## config.mk

```make
export PLATFORM = sky130hd
export DESIGN_NAME = waveform_run_fold_flat
export DESIGN_NICKNAME = d
export VERILOG_FILES = /design/src/hdl/wrf_pkg.sv /design/src/hdl/wrf_line_if.sv /design/src/hdl/wrf_fold_if.sv /design/src/hdl/wrf_div.sv /design/src/hdl/waveform_run_fold.sv /design/src/flat_wrapper.sv
export SDC_FILE = /design/constraint.sdc
export NUM_CORES = 1
export LEC_CHECK = 0
export BUFFER_PORTS_ARGS = -buffer_cell sky130_fd_sc_hd__buf_4
export CORE_UTILIZATION = 50
export CTS_BUF_LIST = sky130_fd_sc_hd__clkbuf_4 sky130_fd_sc_hd__clkbuf_8
export CTS_CLUSTER_DIAMETER = 150
export DETAILED_ROUTE_END_ITERATION = 10
export GPL_ROUTABILITY_DRIVEN = 0
export HOLD_SLACK_MARGIN = 0.02
export MAX_ROUTING_LAYER = met4
export PLACE_DENSITY_LB_ADDON = 0.05
export SLEW_MARGIN = 25
export SYNTH_ARGS = -nofsm -noshare
export SYNTH_HDL_FRONTEND = slang
export SYNTH_HIERARCHICAL = 1
export SYNTH_SLANG_ARGS = --single-unit
```

## constraint.sdc

```tcl
create_clock -name clk_i -period 12.2 [get_ports clk_i]
set_input_delay 0.61 -clock clk_i [delete_from_list [all_inputs] [get_ports clk_i]]
set_output_delay 0.61 -clock clk_i [all_outputs]
set_load 0.005 [all_outputs]
```

## src/hdl/wrf_pkg.sv

```systemverilog
// Package for the waveform run fold block: field widths, run limit and
// the request types of the line and fold channels. No dependencies.
package wrf_pkg;

  localparam int MaxRun    = 256;
  localparam int RunLenW   = $clog2(MaxRun + 2);
  localparam int SampleW   = 16;
  localparam int ColorW    = 8;
  localparam int FlagW     = 8;
  localparam int SumW      = 32;
  localparam int WeightW   = 24;
  localparam int NumColors = 3;
  localparam int ColorSelW = $clog2(NumColors);
  localparam int ProdW     = ColorW + SampleW;

  typedef struct packed {
    logic signed [SampleW-1:0] line_min;
    logic signed [SampleW-1:0] line_max;
    logic        [ColorW-1:0]  line_red;
    logic        [ColorW-1:0]  line_green;
    logic        [ColorW-1:0]  line_blue;
    logic        [FlagW-1:0]   line_flags;
    logic                      last_in_run;
  } line_t;

  typedef struct packed {
    logic signed [SampleW-1:0] fold_min;
    logic signed [SampleW-1:0] fold_max;
    logic        [ColorW-1:0]  fold_red;
    logic        [ColorW-1:0]  fold_green;
    logic        [ColorW-1:0]  fold_blue;
    logic        [FlagW-1:0]   fold_flags;
    logic                      overrun;
  } fold_t;

endpackage

```

## src/hdl/wrf_line_if.sv

```systemverilog
// Valid/ready channel carrying one display line request.
// Depends on wrf_pkg.
interface wrf_line_if;
  import wrf_pkg::*;
  logic  valid;
  logic  ready;
  line_t data;
  modport source (output valid, output data, input ready);
  modport sink (input valid, input data, output ready);
endinterface

```

## src/hdl/wrf_fold_if.sv

```systemverilog
// Valid/ready channel carrying one folded line request.
// Depends on wrf_pkg.
interface wrf_fold_if;
  import wrf_pkg::*;
  logic  valid;
  logic  ready;
  fold_t data;
  modport source (output valid, output data, input ready);
  modport sink (input valid, input data, output ready);
endinterface

```

## src/hdl/wrf_div.sv

```systemverilog
// Restoring divider, one quotient bit per cycle; keeps the low quotient
// byte of a color sum over the weight sum. Depends on wrf_pkg.
module wrf_div (
  input  logic                      clk_i,
  input  logic                      rst_ni,
  input  logic                      start_i,
  input  logic [wrf_pkg::SumW-1:0]    dividend_i,
  input  logic [wrf_pkg::WeightW-1:0] divisor_i,
  output logic                      done_o,
  output logic [wrf_pkg::ColorW-1:0]  quot_o
);
  import wrf_pkg::*;

  localparam int CntW = $clog2(SumW);

  logic               busy_q;
  logic               done_q;
  logic [CntW-1:0]    cnt_q;
  logic [SumW-1:0]    dvd_q;
  logic [WeightW-1:0] dvs_q;
  logic [WeightW-1:0] rem_q;
  logic [WeightW-1:0] rem_d;
  logic [ColorW-1:0]  quot_q;
  logic [WeightW:0]   trial;
  logic               fits;

  assign trial = {rem_q, dvd_q[SumW-1]};
  assign fits  = trial >= {1'b0, dvs_q};
  assign rem_d = fits ? WeightW'(trial - {1'b0, dvs_q}) : WeightW'(trial);

  always_ff @(posedge clk_i or negedge rst_ni) begin
    if (!rst_ni) begin
      busy_q <= 1'b0;
      done_q <= 1'b0;
      cnt_q  <= '0;
    end else begin
      done_q <= 1'b0;
      if (start_i) begin
        busy_q <= 1'b1;
        cnt_q  <= '0;
      end else if (busy_q) begin
        cnt_q <= cnt_q + CntW'(1);
        if (cnt_q == CntW'(SumW - 1)) begin
          busy_q <= 1'b0;
          done_q <= 1'b1;
        end
      end
    end
  end

  always_ff @(posedge clk_i) begin
    if (start_i) begin
      dvd_q  <= dividend_i;
      dvs_q  <= divisor_i;
      rem_q  <= '0;
      quot_q <= '0;
    end else if (busy_q) begin
      dvd_q  <= {dvd_q[SumW-2:0], 1'b0};
      rem_q  <= rem_d;
      quot_q <= {quot_q[ColorW-2:0], fits};
    end
  end

  assign done_o = done_q;
  assign quot_o = quot_q;

  a_start_idle : assert property (@(posedge clk_i) disable iff (!rst_ni)
    start_i |-> !busy_q)
    else $error("divider started while busy");

  a_done_after_busy : assert property (@(posedge clk_i) disable iff (!rst_ni)
    done_q |-> !busy_q && $past(busy_q))
    else $error("divider done without a finished pass");

  a_remainder_bound : assert property (@(posedge clk_i) disable iff (!rst_ni)
    busy_q && dvs_q != '0 |-> rem_q < dvs_q)
    else $error("divider remainder out of range");

endmodule

```

## src/hdl/waveform_run_fold.sv

```systemverilog
// Top level of the waveform run fold block: run accumulation with one
// shared multiply-accumulate, and the final color division through wrf_div.
// Depends on wrf_pkg, wrf_line_if, wrf_fold_if and wrf_div.
//
//   channel   direction  handshake      request
//   line_i    in         valid/ready    line_t: min, max, rgb, flags, last
//   fold_o    out        valid/ready    fold_t: min, max, rgb, flags, overrun
//
// A line is accepted in StIdle, then StMac adds each color in turn on the
// single 8x16 multiply-accumulate. The last line of a run then passes each
// color through the bit-serial divider (one quotient bit per cycle) in StDiv,
// and StHold moves the result into the output register.
// rst_ni clears the run state and the output valid asynchronously.
// A stalled fold_o holds one finished run; the next run's lines keep being
// accepted until that run also finishes and waits in StHold.
module waveform_run_fold (
  input  logic       clk_i,
  input  logic       rst_ni,
  wrf_line_if.sink   line_i,
  wrf_fold_if.source fold_o
);
  import wrf_pkg::*;

  localparam logic [1:0] StIdle = 2'd0;
  localparam logic [1:0] StMac  = 2'd1;
  localparam logic [1:0] StDiv  = 2'd2;
  localparam logic [1:0] StHold = 2'd3;

  logic [1:0]                state_q;
  logic [ColorSelW-1:0]      sel_q;
  logic                      div_req_q;
  logic                      last_q;
  logic [SampleW-1:0]        w_q;
  logic [ColorW-1:0]         col_q [NumColors];
  logic [SumW-1:0]           sum_q [NumColors];
  logic [ColorW-1:0]         res_q [NumColors];
  logic [WeightW-1:0]        weight_q;
  logic [FlagW-1:0]          flags_q;
  logic                      started_q;
  logic [RunLenW-1:0]        run_len_q;
  logic signed [SampleW-1:0] run_min_q;
  logic signed [SampleW-1:0] run_max_q;
  fold_t                     fold_q;
  logic                      out_valid_q;

  logic               in_acc;
  logic               out_acc;
  logic               load_out;
  logic [SampleW-1:0] mag_lo;
  logic [SampleW-1:0] mag_hi;
  logic [SampleW-1:0] mag;
  logic [SampleW-1:0] w;
  logic [ProdW-1:0]   prod;
  logic               div_start;
  logic               div_done;
  logic [ColorW-1:0]  div_quot;
  line_t              ln;

  assign ln       = line_i.data;
  assign in_acc   = line_i.valid && line_i.ready;
  assign out_acc  = out_valid_q && fold_o.ready;
  assign load_out = (state_q == StHold) && (!out_valid_q || fold_o.ready);

  assign mag_lo = ln.line_min[SampleW-1] ? SampleW'(~ln.line_min + 1'b1) : ln.line_min;
  assign mag_hi = ln.line_max[SampleW-1] ? SampleW'(~ln.line_max + 1'b1) : ln.line_max;
  assign mag    = (mag_lo > mag_hi) ? mag_lo : mag_hi;
  assign w      = (mag == '0) ? SampleW'(1) : mag;

  assign prod      = col_q[sel_q] * w_q;
  assign div_start = (state_q == StDiv) && div_req_q;

  wrf_div u_div (
    .clk_i      (clk_i),
    .rst_ni     (rst_ni),
    .start_i    (div_start),
    .dividend_i (sum_q[sel_q]),
    .divisor_i  (weight_q),
    .done_o     (div_done),
    .quot_o     (div_quot)
  );

  always_ff @(posedge clk_i or negedge rst_ni) begin
    if (!rst_ni) begin
      state_q     <= StIdle;
      sel_q       <= '0;
      div_req_q   <= 1'b0;
      weight_q    <= '0;
      flags_q     <= '1;
      started_q   <= 1'b0;
      run_len_q   <= '0;
      out_valid_q <= 1'b0;
      for (int i = 0; i < NumColors; i++) begin
        sum_q[i] <= '0;
      end
    end else begin
      if (load_out) begin
        out_valid_q <= 1'b1;
      end else if (out_acc) begin
        out_valid_q <= 1'b0;
      end
      unique case (state_q)
        StIdle: begin
          if (in_acc) begin
            weight_q  <= weight_q + WeightW'(w);
            flags_q   <= flags_q & ln.line_flags;
            started_q <= 1'b1;
            if (run_len_q <= RunLenW'(MaxRun)) begin
              run_len_q <= run_len_q + RunLenW'(1);
            end
            sel_q   <= '0;
            state_q <= StMac;
          end
        end
        StMac: begin
          sum_q[sel_q] <= sum_q[sel_q] + SumW'(prod);
          if (sel_q == ColorSelW'(NumColors - 1)) begin
            sel_q <= '0;
            if (last_q) begin
              div_req_q <= 1'b1;
              state_q   <= StDiv;
            end else begin
              state_q <= StIdle;
            end
          end else begin
            sel_q <= sel_q + ColorSelW'(1);
          end
        end
        StDiv: begin
          if (div_start) begin
            div_req_q <= 1'b0;
          end
          if (div_done) begin
            if (sel_q == ColorSelW'(NumColors - 1)) begin
              sel_q   <= '0;
              state_q <= StHold;
            end else begin
              sel_q     <= sel_q + ColorSelW'(1);
              div_req_q <= 1'b1;
            end
          end
        end
        StHold: begin
          if (load_out) begin
            weight_q    <= '0;
            flags_q     <= '1;
            started_q   <= 1'b0;
            run_len_q   <= '0;
            for (int i = 0; i < NumColors; i++) begin
              sum_q[i] <= '0;
            end
            state_q <= StIdle;
          end
        end
        default: state_q <= StIdle;
      endcase
    end
  end

  always_ff @(posedge clk_i) begin
    if (in_acc) begin
      w_q      <= w;
      last_q   <= ln.last_in_run;
      col_q[0] <= ln.line_red;
      col_q[1] <= ln.line_green;
      col_q[2] <= ln.line_blue;
      if (!started_q || ln.line_min < run_min_q) begin
        run_min_q <= ln.line_min;
      end
      if (!started_q || ln.line_max > run_max_q) begin
        run_max_q <= ln.line_max;
      end
    end
    if (state_q == StDiv && div_done) begin
      res_q[sel_q] <= (weight_q == '0) ? '0 : div_quot;
    end
    if (load_out) begin
      fold_q.fold_min   <= run_min_q;
      fold_q.fold_max   <= run_max_q;
      fold_q.fold_red   <= res_q[0];
      fold_q.fold_green <= res_q[1];
      fold_q.fold_blue  <= res_q[2];
      fold_q.fold_flags <= flags_q;
      fold_q.overrun    <= run_len_q > RunLenW'(MaxRun);
    end
  end

  assign line_i.ready = (state_q == StIdle);
  assign fold_o.valid = out_valid_q;
  assign fold_o.data  = fold_q;

  a_accept_to_mac : assert property (@(posedge clk_i) disable iff (!rst_ni)
    in_acc |=> state_q == StMac && sel_q == '0)
    else $error("accepted line did not start accumulation");

  a_div_done_state : assert property (@(posedge clk_i) disable iff (!rst_ni)
    div_done |-> state_q == StDiv)
    else $error("divider result outside the division phase");

  a_hold_waits : assert property (@(posedge clk_i) disable iff (!rst_ni)
    state_q == StHold && out_valid_q && !fold_o.ready |=> state_q == StHold)
    else $error("result overwrote a pending output");

  a_run_len_sat : assert property (@(posedge clk_i) disable iff (!rst_ni)
    run_len_q <= RunLenW'(MaxRun + 1))
    else $error("run length passed its saturation value");

endmodule

```

## src/flat_wrapper.sv

```systemverilog
// flat-port wrapper written by rule: the top's interface ports become plain ports
module waveform_run_fold_flat import wrf_pkg::*;
  (clk_i, rst_ni, line_i_valid, line_i_data, line_i_ready, fold_o_valid, fold_o_data, fold_o_ready);
  wrf_line_if line_i_i ();
  wrf_fold_if fold_o_i ();
  input  logic clk_i;
  input  logic rst_ni;
  input wire logic [$bits(line_i_i.valid)-1:0] line_i_valid;
  input wire logic [$bits(line_i_i.data)-1:0] line_i_data;
  output wire logic [$bits(line_i_i.ready)-1:0] line_i_ready;
  output wire logic [$bits(fold_o_i.valid)-1:0] fold_o_valid;
  output wire logic [$bits(fold_o_i.data)-1:0] fold_o_data;
  input wire logic [$bits(fold_o_i.ready)-1:0] fold_o_ready;
  assign line_i_i.valid = line_i_valid;
  assign line_i_i.data = line_i_data;
  assign line_i_ready = line_i_i.ready;
  assign fold_o_valid = fold_o_i.valid;
  assign fold_o_data = fold_o_i.data;
  assign fold_o_i.ready = fold_o_ready;
  waveform_run_fold u_core (.clk_i(clk_i), .rst_ni(rst_ni), .line_i(line_i_i), .fold_o(fold_o_i));
endmodule
```

==> reports/metrics.yaml, run 1 <==
timing:
  worst_hold_slack_ps: 83.83
  max_clock_freq_mhz: 141.9
  maxSlewHeadroom_pct: 32.04
  fin_tns_setup_ps: 0
  finalCriticalPeriod_ps: 7049
  grt_setup_unrepaired: "no"
  finClkSkew_ps: 36.70
  finalCritPeriodShare_pct: 57.78
  fin_ws_ps: 5151
  slew_viol_final: 0
  finalSetupViolations: 0
  hold_viol: 0
  worst_pin_slew_ps: 1016
global_route:
  overflow: 0
  antenna_found_initial: 1
  grt_max_degree: 92
  grt.total_usage_pct: 24.75
  grt_pass1_vias: 17600
  grt_pass1_wl_mm: 93.86
yosys:
  yosys.area_share.simple_pct: 11.51
  synth_mux_area_share_pct: 4.812
  synth.distinct_cells: 94
  ys_seq_area_share_pct: 45.39
  syn_nets: 2529
  yosys.area_share.xor_xnor_pct: 2.789
  synth_edf_count: 218
  synthCells: 2206
  synth-compound-area-share_pct: 14.27
  async_reset_ff_share_pct: 37.66
  synth_area_per_cell_sq_um: 10.96
  synthAdderAreaFrac_pct: 16.50
  synth_area_sq_um: 24180
  synth_top_area_share_pct: 27.07
  synth_top_family_by_area: "adder cells"
  ys_ff_latch: 401
  ys_top_cells_by_count: "edfxtp_1, inv_1, nand2_1"
  yosysMostFrequentCell: "edfxtp_1"
  synth_top_area_cell: "edfxtp_1"
  yosys_most_used_dff: "edfxtp_1"
  ys_warn_count: 6
  yosys-top-cells-area: "edfxtp_1, dfrtp_1, fa_1"
die:
  die-area_sq_um: 49240
  design.portCount: 136
  die_h_microns: 221.9
  start_util_pct: 50.64
  core_area_sq_um: 47750
  rows: 80
  die_w_microns: 221.9
clock_tree:
  cts.root.buffer_cell: "clkbuf_8"
  clkSinkCount: 401
  cts.htree.levels: 3
  holdBufCountCts: 0
  clkTransAtPathRegs_ps: 70
  clock_latency_ps: 650
  cts_tree: "yes"
  clockBufferDepth: 3
  cts_setup_buffers: 0
  postCtsResizedCells: 0
  tritoncts.num_buffers: 72
finish:
  final_layout_size_suffix_gt1_share_pct: 15.74
  fin_nets: 2688
  areaGrowthSynthToFinish_pct: 13.31
  fillers: 4148
  n_antenna_cell: 0
placement:
  pre_cts_slack_ps: 4603
  dp_hpwl_mm: 40.91
  port_buffers: 135
min_path:
  hold_class: "in2async"
drt:
  vias: 17190
  antenna_left: 0
  wire_per_inst_microns: 18.94
  drc_errors: 0
  avgViaCountPerCell: 5.661
  drt_iter0_drc: 913
  wl_mm: 57.49
  drtPass1Iterations: 5
critical_path:
  arrival_ps: 7640
  crit_path_max_fanout: 13
  cp.required_ps: 12790
  crit_type: "in2reg"
  endpoint_kind: "flip-flop"
  worstSetupStartpointType: "input port"
flow_run:
  drv_cap: 0
status:
  status: "finished, final reports clean"
==> cells by family after synthesis <==
group	count (synthesis)
AOI/OAI and AO/OA	502
xor gates and xnor gates	77
adders and majority gates	254
buffers and inverters	290
DFF	401
muxes	112
and+or+nand+nor	570
==> registers in the layout (all words and copies together) (netlist names), 16 cells and up, named ones only <==
| name | cells |
|---|---|
| u_core/res_q | 24 |
| u_core/fold_o.data | 65 |
| u_core/u_div/dvd_q | 32 |
| u_core/run_min_q | 16 |
| u_core/u_div/rem_q | 24 |
| u_core/w_q | 16 |
| u_core/run_max_q | 16 |
| u_core/col_q | 24 |
| u_core/weight_q | 24 |
| u_core/u_div/dvs_q | 24 |
| u_core/sum_q | 96 |
==> worst paths after layout <==
| check | from | to | slack [ps] | depth (start not counted) |
|---|---|---|---|---|
| min in group clk_i | line_i_data[14] | u_core/col_q[2][5] | 140 | 1 |
| setup / recovery | line_i_data[40] | u_core/weight_q[23] | 5150 | 23 |
| setup reg to reg | u_core/sel_q[1] | u_core/sum_q[26] | 5420 | 22 |
| max in group asynchronous | rst_ni | u_core/sum_q[21] | 10710 | 2 |
| hold / removal | rst_ni | u_core/weight_q[3] | 80 | 1 |
| hold reg to reg | u_core/res_q[1][1] | u_core/fold_o.data[18] | 410 | 0 |
==> layout by cell type, fill, tap and decap left out, types with 28 or more instances in the layout <==
| cell type | Yosys | layout |
|---|---|---|
| mux2_2 | 34 | 34 |
| edfxtp_1 | 218 | 218 |
| a21o_1 | 34 | 34 |
| dfxtp_1 | 32 | 32 |
| ha_1 | 146 | 146 |
| mux2i_1 | 78 | 78 |
| o21ai_0 | 94 | 94 |
| inv_1 | 210 | 209 |
| clkbuf_8 | 0 | 85 |
| dfrtp_1 | 143 | 140 |
| xnor2_1 | 34 | 34 |
| nand2b_1 | 30 | 30 |
| buf_4 | 1 | 163 |
| nor3_1 | 29 | 28 |
| nor2_1 | 114 | 109 |
| o31ai_1 | 30 | 30 |
| nand2_1 | 203 | 203 |
| a22o_1 | 65 | 65 |
| fa_1 | 108 | 108 |
| nor2b_1 | 68 | 67 |
| a21oi_1 | 117 | 117 |
| xor2_1 | 43 | 43 |
==> layer usage <==
layer	GRT usage (%)	share of wire, %	routed length [microns]	vias to the layer above
met2	38.29	46	26360	445
met4	8.020	2.1	1221	0
met5	-	0	0	-
met1	33.16	47	26770	8484
met3	4.320	5.5	3147	87
li1	-	-	-	8171
==> final cells by class <==
class	instances	area (sq um)	share of cell area [%]
clock buffers	96	1252	4.571
clock inverters	34	255.2	0.9316
flip-flops and latches	401	10980	40.08
well taps	615	769.5	2.808
repair buffers	165	1262	4.608
inverters	210	789.5	2.882
multi-input cells	1515	12090	44.12
==> through the flow <==
step | instance area, sq um | util (%) | cells
final | 27400 | 57.38 | 3036
after global routing | 27400 | 57.38 | 3036
after CTS | 27370 | 57.32 | 3035
after detailed placement | 25860 | 54.16 | 2905
after global placement | 25860 | 54.16 | 2905
after floorplan | 24180 | - | 2206
==> critical path, stage by stage <==
cell	delay [ps]
buf_4	150
or4_1	600
or4_1	440
or4b_1	520
ha_1	320
nand4_1	120
or4_4	450
nor3_2	620
nor2_2	320
mux2i_1	240
a2111o_1	440
nor4_1	180
a21o_1	210
ha_1	200
a21o_1	120
a21o_1	160
a2111oi_0	140
o31ai_1	500
o211ai_1	240
a21oi_1	500
nand4_1	170
or3_1	320
nand3_1	80
Power of run 1 is not shown: default switching activity piles up to over one toggle a cycle in this logic, so the estimate is an artifact.
==> run 2: changes to the inputs <==
--- a/config.mk
+++ b/config.mk
@@ -5,6 +5,7 @@
 export SDC_FILE = /design/constraint.sdc
 export NUM_CORES = 1
 export LEC_CHECK = 0
+export ABC_AREA = 1
 export BUFFER_PORTS_ARGS = -buffer_cell sky130_fd_sc_hd__buf_4
 export CORE_UTILIZATION = 50
 export CTS_BUF_LIST = sky130_fd_sc_hd__clkbuf_4 sky130_fd_sc_hd__clkbuf_8
==> constraint.sdc (replaced) <==
create_clock -name clk_i -period 6.7 [get_ports clk_i]
set_input_delay 0.335 -clock clk_i [delete_from_list [all_inputs] [get_ports clk_i]]
set_output_delay 0.335 -clock clk_i [all_outputs]
set_load 0.005 [all_outputs]
==> reports/metrics.yaml, run 2 <==
critical_path:
  rrSetupSlack_ps: 530
  crit_path_max_fanout: 16
  ff2ff_path_depth: 24
  crit_type: "reg2reg"
  reg2reg_to: "u_core/sum_q[93]"
  endpoint_kind: "flip-flop"
  arrival_ps: 6690
  worstSetupStartpointType: "flip-flop"
  r2r_start: "u_core/sel_q[1]"
  cp.required_ps: 7220
yosys:
  ys_warn_count: 6
  synth_top_area_cell: "edfxtp_1"
  synth_area_sq_um: 25560
  synthCells: 3021
  syn_nets: 3344
  async_reset_ff_share_pct: 37.66
  yosys-top-cells-area: "edfxtp_1, dfrtp_1, nand2_1"
  yosysMostFrequentCell: "nand2_1"
  synth.distinct_cells: 64
  synth_edf_count: 218
  ys_seq_area_share_pct: 42.94
  ys_top_cells_by_count: "nand2_1, inv_1, edfxtp_1"
  ys_ff_latch: 401
  yosys_most_used_dff: "edfxtp_1"
  synth_top_area_share_pct: 25.61
  synth_area_per_cell_sq_um: 8.460
drt:
  wl_met2_mm: 30.44
  antenna_left: 0
  wl_met1_mm: 30.93
  highest_layer: "met4"
  wl_mm: 66.84
  drc_errors: 0
  wire_per_inst_microns: 16.86
  met3_length_mm: 3.803
  vias: 20810
  drtPass1Iterations: 6
  avgViaCountPerCell: 5.249
  drt_iter0_drc: 1909
finish:
  largest_register_ffs: 96
  final_cell_mix: "nand2_1, inv_1, edfxtp_1, nand3_1, buf_4"
  final_common_cell: "nand2_1"
  areaGrowthSynthToFinish_pct: 14.95
  final_layout_size_suffix_gt1_share_pct: 11.30
  n_antenna_cell: 0
  fillers: 4565
  fin_nets: 3561
  top_register: "u_core/sum_q"
timing:
  worst_pin_slew_ps: 1066
  finClkSkew_ps: 29.02
  slew_viol_final: 0
  grt_setup_unrepaired: "no"
  maxSlewHeadroom_pct: 28.66
  worst_hold_slack_ps: 71.73
  max_clock_freq_mhz: 162.2
  finalCritPeriodShare_pct: 92.03
  finalCriticalPeriod_ps: 6166
  hold_viol: 0
  finalSetupViolations: 0
  fin_tns_setup_ps: 0
global_route:
  grt_pass1_wl_mm: 108.8
  antenna_found_initial: 0
  grt_pass1_vias: 20610
  grt.total_usage_pct: 26.98
  grt_max_degree: 89
  overflow: 0
placement:
  port_buffers: 135
  dp_hpwl_mm: 49.52
die:
  core_area_sq_um: 50270
  die_h_microns: 228.1
  design.portCount: 136
  rows: 82
  die_w_microns: 228.1
  start_util_pct: 50.84
  die-area_sq_um: 52030
status:
  status: "finished, final reports clean"
min_path:
  min_from: "line_i_data[64]"
  min_path_cells: 1
  worstHoldEndpoint: "u_core/run_min_q[15]"
  hold_class: "in2reg"
flow_run:
  drv_cap: 0
clock_tree:
  postCtsResizedCells: 0
  clock_latency_ps: 650
  cts.htree.levels: 3
  cts.root.buffer_cell: "clkbuf_8"
  tritoncts.num_buffers: 71
  clkSinkCount: 401
  clockBufferDepth: 3
  clkTransAtPathRegs_ps: 60
  cts_tree: "yes"
  cts_setup_buffers: 0
-- run 2: changes by cell type after synthesis, sizes merged, moves of 30 or more --
cell and delta:
nand2 +746, inv +314, nand3 +147, mux2i -78, nor2b -68, a22o -64
nor2 +41, mux2 -34, o22ai +33, a21o -32, nand2b -31, o21ai +31
buf +30
-- run 2: per-layer routing --
layer	track usage (%)	vias to the layer above
met5	-	-
met4	7.550	0
met3	4.413	112
met2	41.62	643
met1	36.85	9947
li1	-	10110
-- run 2: through the flow --
step                      utilization, %  instance area [sq um]  cells  setup WS [ps]
final                              58.44                  29380   3965          533.7
after global routing               58.44                  29380   3965          92.88
after CTS                          58.43                  29380   3965          635.1
after detailed placement           54.12                  27210   3771          659.8
after global placement             54.11                  27200   3771          828.0
after floorplan                        -                  25560   3021           1602
-- run 2: layout make-up --
class | instances | area, sq um | area share, %
Multi-Input combinational cell | 2012 | 12200 | 41.54
Sequential cell | 401 | 10980 | 37.36
Inverter | 525 | 1976 | 6.725
Timing Repair Buffer | 227 | 1873 | 6.375
Clock buffer | 107 | 1297 | 4.416
Tap cell | 672 | 840.8 | 2.862
Clock inverter | 21 | 212.7 | 0.7240
-- run 2: kinds of logic (layout without fill, tap and decap cells) --
kind of cell | after synthesis | after routing | synth area share (%)
adder cells (fa/ha/maj) | 254 | 254 | 15.61
XOR/XNOR | 48 | 48 | 1.645
AND/OR/NAND/NOR | 1360 | 1360 | 22.49
flip-flops | 401 | 401 | 42.94
buffers and inverters | 608 | 880 | 9.385
AO/OA/AOI/OAI | 350 | 350 | 7.931
-- run 2: worst max-delay path by stage --
stage,start,to,slack (ps),cells after the start
3_3_place_gp,u_core/sel_q[1],u_core/sum_q[58],830,20
5_1_grt,u_core/sel_q[1],u_core/sum_q[21],90,22
2_1_floorplan,u_core/sel_q[1],u_core/sum_q[25],1600,25
6_report,u_core/sel_q[1],u_core/sum_q[93],530,24
4_1_cts,u_core/sel_q[1],u_core/sum_q[21],640,22
3_5_place_dp,u_core/sel_q[1],u_core/sum_q[81],660,23
-- run 2: critical path: stages, from the launching register on --
cell	delay [ps]
dfrtp_1	780
inv_6	70
nand2_4	240
inv_2	170
nand2_1	90
nand3_1	520
nand2_1	290
fa_1	470
fa_1	510
inv_1	40
ha_1	260
inv_1	50
fa_1	530
inv_1	70
fa_1	450
nand3_1	100
nand3_1	170
a21oi_1	400
o21ai_1	200
nand3_1	120
nand2_1	110
nand2_1	110
nand3_1	120
nand3_1	110
o21ai_1	60
-- run 2: timing repair --
action	4_1_cts	5_1_grt
hold buffers	66	0
hold endpoints to repair	144	0
setup endpoints to repair	0	0
Power of run 2 is left out for the same reason.
==> run 3: changes to the inputs <==
--- a/config.mk
+++ b/config.mk
@@ -14,7 +14,7 @@
 export GPL_ROUTABILITY_DRIVEN = 0
 export HOLD_SLACK_MARGIN = 0.02
 export MAX_ROUTING_LAYER = met4
-export PLACE_DENSITY_LB_ADDON = 0.05
+export PLACE_DENSITY = 0.67
 export SLEW_MARGIN = 25
 export SYNTH_ARGS = -nofsm -noshare
 export SYNTH_HDL_FRONTEND = slang
==> reports/metrics.yaml, run 3 (synthesis results as in run 2) <==
status:
  status: "finished, final reports clean"
die:
  die_h_microns: 228.1
  rows: 82
  start_util_pct: 50.84
  core_area_sq_um: 50270
  design.portCount: 136
  die-area_sq_um: 52030
  die_w_microns: 228.1
clock_tree:
  cts.root.buffer_cell: "clkbuf_8"
  clockBufferDepth: 3
  clkTransAtPathRegs_ps: 70
  clkSinkCount: 401
  cts_tree: "yes"
  clock_latency_ps: 660
  cts_setup_buffers: 0
  tritoncts.num_buffers: 69
  postCtsResizedCells: 0
  cts.htree.levels: 3
  holdBufCountCts: 67
finish:
  largest_register_ffs: 96
  areaGrowthSynthToFinish_pct: 14.67
  multiInputGateArea_sq_um: 12210
  fin_nets: 3559
  final_cell_mix: "nand2_1, inv_1, edfxtp_1, nand3_1, buf_4"
  final_layout_size_suffix_gt1_share_pct: 10.98
  finalCoreUtilization_pct: 58.30
  n_antenna_cell: 0
  fillers: 4432
  seq_area_sq_um: 10980
  design_area_sq_um: 29310
  final_common_cell: "nand2_1"
  top_register: "u_core/sum_q"
critical_path:
  endpoint_kind: "flip-flop"
  cp_top_family: "adder cells"
  arrival_ps: 6840
  crit_path_max_fanout: 16
  crit_type: "reg2reg"
  path_buf_inv: 3
  crit_chain: "inv_6 > nand2_4 > inv_2 > nand2_1 > nand3_1 > nand2_1 > fa_1 > inv_1 > fa_1 > fa_1 > fa_1 > ha_1 > a21oi_1 > o21ai_0 > o21bai_1 > a21oi_1 > o21ai_0 > xor2_1 > nand2_1 > nand2_1"
  cp.required_ps: 7270
  slowest_delay_ps: 620
  slowest_stage: "dfrtp_1"
  worstSetupStartpointType: "flip-flop"
flow_run:
  drv_cap: 0
timing:
  finalCritPeriodShare_pct: 93.57
  hold_viol: 0
  finalCriticalPeriod_ps: 6269
  max_clock_freq_mhz: 159.5
  worst_hold_slack_ps: 283.3
  slew_viol_final: 0
  finClkSkew_ps: 39.59
  worst_pin_slew_ps: 1031
  maxSlewHeadroom_pct: 30.83
  finalSetupViolations: 0
  fin_tns_setup_ps: 0
  grt_setup_unrepaired: "no"
global_route:
  overflow: 0
  grt_max_degree: 87
  grt.total_usage_pct: 26.41
  grt_pass1_vias: 21240
  antenna_found_initial: 0
  grt_pass1_wl_mm: 107.0
drt:
  antenna_left: 0
  wire_per_inst_microns: 16.40
  avgViaCountPerCell: 5.285
  wl_mm: 64.95
  drt_iter0_drc: 1642
  drc_errors: 0
  drtPass1Iterations: 6
  vias: 20930
placement:
  port_buffers: 135
  dp_hpwl_mm: 47.87
  dpl_cell_area_sq_um: 27200
min_path:
  hold_class: "in2async"
## run 3: cell types whose count changed in the layout (fill, tap and decap cells not counted), moves of 2 or more
cell / previous run / this run
clkbuf_4: 28 / 20
clkinv_1: 6 / 12
bufinv_16: 4 / 1
clkinv_8: 0 / 3
clkinv_2: 7 / 5
clkinvlp_4: 4 / 2
inv_12: 0 / 2
## run 3: stage by stage
step	cells	worst slack, ps
after floorplan	3021	1602
after global placement	3770	678.4
after detailed placement	3770	558.8
after CTS	3960	488.6
after global routing	3960	76.00
final	3960	430.9
## run 3: final timing paths
kind,cells past startpoint,startpoint,endpoint,slack [ps]
setup / recovery,20,u_core/sel_q[1],u_core/sum_q[26],430
hold / removal,2,rst_ni,u_core/run_len_q[7],280
setup reg to reg,20,u_core/sel_q[1],u_core/sum_q[26],430
hold reg to reg,0,u_core/res_q[1][0],u_core/fold_o.data[17],420
max in group asynchronous,3,rst_ni,u_core/sum_q[9],4980
min in group clk_i,5,line_i_valid,u_core/sel_q[0],300
## run 3: cell type report
type,count,area share [%]
Clock buffer,98,4.175
Tap cell,672,2.869
Multi-Input combinational cell,2012,41.65
Timing Repair Buffer,227,6.400
Sequential cell,401,37.45
Clock inverter,25,0.7130
Inverter,525,6.741
## run 3: metal layers
metal	global-route usage, %	routed length, microns	vias to the layer above
li1	-	-	10100
met5	-	0	-
met1	34.51	28420	9994
met4	10.15	1867	0
met2	41.46	30330	724
met3	4.113	4330	111
Power of run 3 is left out for the same reason.
